### src/hid_rid_pkg.sv
// Shared types and constants for the HID report descriptor Report ID scan.
package hid_rid_pkg;

  // Parse phase of the descriptor item walker.
  typedef enum logic [1:0] {
    PH_PREFIX = 2'd0,
    PH_LSIZE  = 2'd1,
    PH_LTAG   = 2'd2,
    PH_DATA   = 2'd3
  } phase_t;

  // Item prefix byte that opens a long item.
  localparam logic [7:0] LONG_PREFIX   = 8'hFE;
  // Short item length code that stands for four data bytes.
  localparam logic [1:0] LEN_CODE_FOUR = 2'd3;
  // Item type of a global item.
  localparam logic [1:0] TYPE_GLOBAL   = 2'd1;
  // Global item tag of Report ID.
  localparam logic [3:0] TAG_REPORT_ID = 4'd8;

endpackage

### src/hid_descriptor_report_id_scan_top.sv
// Report ID scan over a HID report descriptor presented one byte per transaction.
// A last byte passes the input register and then the result register before its result shows.
// Throughput: one descriptor byte per cycle; only a last byte waits, and only
// while the result register is full and not taken.
// Reset: synchronous, active low; clears the parse state and both valid flags,
// so the first byte after reset starts a new descriptor.
module hid_descriptor_report_id_scan_top (
  input  logic       clk,
  input  logic       rst_n,
  input  logic       in_valid,
  output logic       in_ready,
  input  logic [7:0] in_desc_byte,
  input  logic       in_last,
  output logic       out_valid,
  input  logic       out_ready,
  output logic       out_has_report_id,
  output logic       out_truncated
);
  import hid_rid_pkg::*;

  // Input register.
  logic       in_valid_r;
  logic [7:0] in_byte_r;
  logic       in_last_r;

  // Parse state.
  phase_t     phase_r, phase_nxt;
  logic [7:0] bytes_left_r, bytes_left_nxt;
  logic       pending_r, pending_nxt;
  logic       found_r, found_nxt;

  // Result register.
  logic       out_valid_r;
  logic       use_rid_r;
  logic       trunc_r;

  logic       advance;
  logic [1:0] len_code;
  logic [2:0] data_len;
  logic       is_rid;
  logic [7:0] bytes_dec;

  // The held byte moves on unless it is a last byte and the result slot is blocked.
  assign advance  = !(in_valid_r && in_last_r && out_valid_r && !out_ready);
  assign in_ready = !in_valid_r || advance;

  // Fields of a short item prefix.
  assign len_code  = in_byte_r[1:0];
  assign data_len  = (len_code == LEN_CODE_FOUR) ? 3'd4 : {1'b0, len_code};
  assign is_rid    = (in_byte_r[3:2] == TYPE_GLOBAL) && (in_byte_r[7:4] == TAG_REPORT_ID);
  assign bytes_dec = (bytes_left_r != 8'd0) ? bytes_left_r - 8'd1 : 8'd0;

  // Next parse state for the held byte; nothing changes once an item was found.
  always_comb begin
    phase_nxt      = phase_r;
    bytes_left_nxt = bytes_left_r;
    pending_nxt    = pending_r;
    found_nxt      = found_r;
    if (!found_r) begin
      case (phase_r)
        PH_PREFIX: begin
          if (in_byte_r == LONG_PREFIX) begin
            phase_nxt = PH_LSIZE;
          end else if (data_len == 3'd0) begin
            found_nxt = is_rid;
          end else begin
            bytes_left_nxt = {5'd0, data_len};
            pending_nxt    = is_rid;
            phase_nxt      = PH_DATA;
          end
        end
        PH_LSIZE: begin
          bytes_left_nxt = in_byte_r;
          phase_nxt      = PH_LTAG;
        end
        PH_LTAG: begin
          pending_nxt = 1'b0;
          phase_nxt   = (bytes_left_r == 8'd0) ? PH_PREFIX : PH_DATA;
        end
        PH_DATA: begin
          bytes_left_nxt = bytes_dec;
          if (bytes_dec == 8'd0) begin
            found_nxt   = pending_r;
            pending_nxt = 1'b0;
            phase_nxt   = PH_PREFIX;
          end
        end
        default: begin
          phase_nxt = PH_PREFIX;
        end
      endcase
    end
  end

  // Input register.
  always_ff @(posedge clk) begin
    if (!rst_n) begin
      in_valid_r <= 1'b0;
    end else if (in_ready) begin
      in_valid_r <= in_valid;
    end
  end

  always_ff @(posedge clk) begin
    if (in_valid && in_ready) begin
      in_byte_r <= in_desc_byte;
      in_last_r <= in_last;
    end
  end

  // Parse state update; a last byte returns the state to its start values.
  always_ff @(posedge clk) begin
    if (!rst_n) begin
      phase_r      <= PH_PREFIX;
      bytes_left_r <= 8'd0;
      pending_r    <= 1'b0;
      found_r      <= 1'b0;
    end else if (in_valid_r && advance) begin
      if (in_last_r) begin
        phase_r      <= PH_PREFIX;
        bytes_left_r <= 8'd0;
        pending_r    <= 1'b0;
        found_r      <= 1'b0;
      end else begin
        phase_r      <= phase_nxt;
        bytes_left_r <= bytes_left_nxt;
        pending_r    <= pending_nxt;
        found_r      <= found_nxt;
      end
    end
  end

  // Result register, loaded by a last byte.
  always_ff @(posedge clk) begin
    if (!rst_n) begin
      out_valid_r <= 1'b0;
    end else if (in_valid_r && in_last_r && advance) begin
      out_valid_r <= 1'b1;
    end else if (out_ready) begin
      out_valid_r <= 1'b0;
    end
  end

  always_ff @(posedge clk) begin
    if (in_valid_r && in_last_r && advance) begin
      use_rid_r <= found_nxt;
      trunc_r   <= !found_nxt && (phase_nxt != PH_PREFIX);
    end
  end

  assign out_valid         = out_valid_r;
  assign out_has_report_id = use_rid_r;
  assign out_truncated     = trunc_r;

endmodule

### config.mk
export PLATFORM = sky130hd
export DESIGN_NAME = hid_descriptor_report_id_scan_top
export DESIGN_NICKNAME = d
export VERILOG_FILES = /design/src/hid_rid_pkg.sv /design/src/hid_descriptor_report_id_scan_top.sv
export SDC_FILE = /design/constraint.sdc
export NUM_CORES = 1
export LEC_CHECK = 0
export ABC_AREA = 1
export BUFFER_PORTS_ARGS = -buffer_cell sky130_fd_sc_hd__buf_2
export CAP_MARGIN = 30
export CORE_MARGIN = 2
export CORE_UTILIZATION = 45
export DETAILED_ROUTE_END_ITERATION = 8
export MAX_ROUTING_LAYER = met4
export PLACE_DENSITY_LB_ADDON = 0.15
export SETUP_SLACK_MARGIN = 0.1
export SYNTH_ARGS = -nofsm -noshare
export SYNTH_HDL_FRONTEND = slang
export SYNTH_SLANG_ARGS = --single-unit
### constraint.sdc
create_clock -name clk -period 1.84 [get_ports clk]
set_input_delay 0.184 -clock clk [delete_from_list [all_inputs] [get_ports clk]]
set_output_delay 0.184 -clock clk [all_outputs]
set_load 0.01 [all_outputs]
==> results.sh <==
export IMPL_run_status="completed"
export IMPL_crit_start="bytes_left_r[2]$_SDFFE_PN0P_"
export IMPL_cts_clk_slew_worst_paths_ps=130
export IMPL_dpl_cell_area_sq_um=1710
export IMPL_power_leakage_nw=0.765
export IMPL_hp_class="in -> reg"
export IMPL_crit_chain="nor2_1 -> nand3_1 -> nand3_2 -> nand2_2 -> nor2_2 -> nand3_2 -> nand2_1 -> nand2_1 -> nand2_1 -> nand2_1 -> nand2_1 -> a21oi_1"
export IMPL_cts_tree="built"
export IMPL_layout_commonest_cell="nand2_1"
export IMPL_final_cell_mix="nand2_1 (41), inv_1 (24), nor2_1 (19)"
export IMPL_fin_crit_sh=0.981
export IMPL_grt_pass1_vias=1411
export IMPL_cp_end_kind="flop"
export IMPL_fp_dieW_um=62.5
export IMPL_numCtsBuffers=3
export IMPL_final_cell_area_sq_um=1810
export IMPL_grt_overflow=0
export IMPL_critPathMaxStageDelay_ps=410
export IMPL_reg2reg_from="bytes_left_r[2]$_SDFFE_PN0P_"
export IMPL_worstPathArrival_ps=1910
export IMPL_dp_hpwl_um=2600
export IMPL_yosysSeqAreaShare=0.396
export IMPL_coreArea_sq_um=3310
export IMPL_routed_wl_um=3540
export IMPL_place_congestion=0.923
export IMPL_die_area_sq_um=3910
export IMPL_fin_nets=252
export IMPL_fin_crit_ps=1800
export IMPL_grt_max_degree=15
export IMPL_synth_warning_count=0
export IMPL_min_from="in_desc_byte[6]"
export IMPL_grt_pass1_wl_um=6010
export IMPL_antenna_found_initial=0
export IMPL_areaGrowthSynthToFinish_pct=17.5
export IMPL_drc=0
export IMPL_rsz0062_at_grt="true"
export IMPL_peakVddDrop_v=0.000457
export IMPL_crit_buf_inv=0
export IMPL_final_antenna_net_count=0
export IMPL_drtIter0Drc=108
export IMPL_io_pins=17
export IMPL_dr_total_vias=1489
export IMPL_worstPathRequired_ps=1940
export IMPL_worst_setup_path_type="reg -> reg"
export IMPL_hold_buffers=0
export IMPL_setup_viol=0
export IMPL_worstPathMaxFanout=5
export IMPL_fmax_mhz=554
export IMPL_grt_usage=0.194
export IMPL_io_buffers=16
export IMPL_start_kind="flop"
export IMPL_insertion_delay_ps=330
export IMPL_drv_cap=0
export IMPL_tightest_slew_ps=511
export IMPL_nFillCells=342
export IMPL_post_cts_setup_buffer_count=0
export IMPL_cts_max_level=1
export IMPL_power_density_nw_per_um2=582
export IMPL_synth_distinct_cells=29
export IMPL_start_util=0.465
export IMPL_finClkSkew_ps=6.00
export IMPL_power_mw=1.05
export IMPL_hold_violations=0
export IMPL_path_delay_family="simple AND/OR/NAND/NOR gates"
export IMPL_clkSinkCount=25
export IMPL_wl_per_cell_um=12.7
export IMPL_std_cell_rows=21
export IMPL_syn_nets=226
export IMPL_drive_gt1_frac=0.263
export IMPL_ys_ff_latch=25
export IMPL_syn_avg_cell_area_sq_um=7.44
export IMPL_maxSlewHeadroom=0.659
export IMPL_vias_per_cell=5.36
export IMPL_firstDrtPassIters=4
export IMPL_clockBufferDepth=2
export IMPL_synthCells=207
export IMPL_synth_area_sq_um=1540
export IMPL_slowest_stage="dfxtp_1"
export IMPL_timing_critical_path_mode_cell="nand2_1"
export IMPL_setup_tns_ps=0
export IMPL_cts_root_buf="clkbuf_4"
export IMPL_fp_dieH_um=62.5
export IMPL_diodes=0
export IMPL_slew_violations=0
[path summary, 6_finish.rpt]
check | slack, ps | to | cells past startpoint
min | 20 | in_byte_r[6]$_DFFE_PP_ | 1
max reg2reg | 40 | out_truncated$_DFFE_PP_ | 12
max | 40 | out_truncated$_DFFE_PP_ | 12
min reg2reg | 500 | bytes_left_r[7]$_SDFFE_PN0P_ | 2
[metrics by stage]
stage          setup WS, ps   util  std cells  hold slack, ps
2_1_floorplan           119      -        207             283
3_3_place_gp           31.5  0.517        273             360
3_5_place_dp          -9.02  0.517        273             362
4_1_cts                62.7  0.543        278            17.5
5_1_grt               -94.5  0.547        278            7.29
6_report               35.2  0.547        278            19.1
[logic make-up after synthesis]
| kind of cell | count (synthesis) | share of synthesized area |
|---|---|---|
| xor+xnor | 1 | 0.00569 |
| flops | 25 | 0.396 |
| fa+ha+maj | 6 | 0.0487 |
| simple gates | 102 | 0.305 |
| compound gates | 38 | 0.150 |
| buf+inv | 35 | 0.0934 |
[Yosys cell counts, drive strengths merged]
master  number  area, sq um
xor2         1         8.76
a31oi        1         6.26
nor2        23          101
o22ai        3         18.8
clkbuf       1         3.75
nand2       48          198
edfxtp      11          330
a32oi        2         17.5
o211ai       1         12.5
ha           6         75.1
a22oi        4         30.0
nand3       20          110
a21oi       14         73.8
nand4        5         31.3
inv         31          116
nor3         6         30.0
o21ai       13         72.6
buf          3         23.8
dfxtp       14          280
[routing by layer]
layer  wire length (um)  share of wire  vias up  global-route usage
met4                 74          0.021        0              0.0778
met5                  0              0        -                   -
met2               1650           0.47       51               0.316
met3                174          0.049       10              0.0198
li1                   -              -      742                   -
met1               1630           0.46      686               0.249
[power by group]
part	leakage, nW	switching (mW)	total, mW	internal [mW]
Sequential	0.220	0.0136	0.614	0.601
Clock	0.0150	0.166	0.251	0.0851
Combinational	0.529	0.119	0.189	0.0702
[repair_timing]
item,CTS,global route
pin swaps,4,0
setup endpoints to repair,12,14
cloned,1,0
resized for setup,15,5
[flip-flops by register name, summed over array words and instances (netlist names)]
name,count
in_valid_r,1
found_r,1
bytes_left_r,8
out_valid,1
pending_r,1
in_byte_r,8
phase_r,2
out_has_report_id,1
out_truncated,1
in_last_r,1
[worst reg2reg max path, delay by kind of cell (launching register included)]
kind / cells / cell delay, ps
AO/OA/AOI/OAI: 1 / 60
flip-flops: 1 / 410
AND/OR/NAND/NOR: 11 / 1130
[final cells by class]
| cell class | count | area (sq um) | area share |
|---|---|---|---|
| Clock buffer | 4 | 26.3 | 0.0145 |
| Inverter | 31 | 119 | 0.0657 |
| Multi-Input combinational cell | 148 | 855 | 0.472 |
| Sequential cell | 25 | 613 | 0.339 |
| Tap cell | 46 | 57.6 | 0.0318 |
| Timing Repair Buffer | 24 | 140 | 0.0774 |
(Power assumes the default switching activity.)
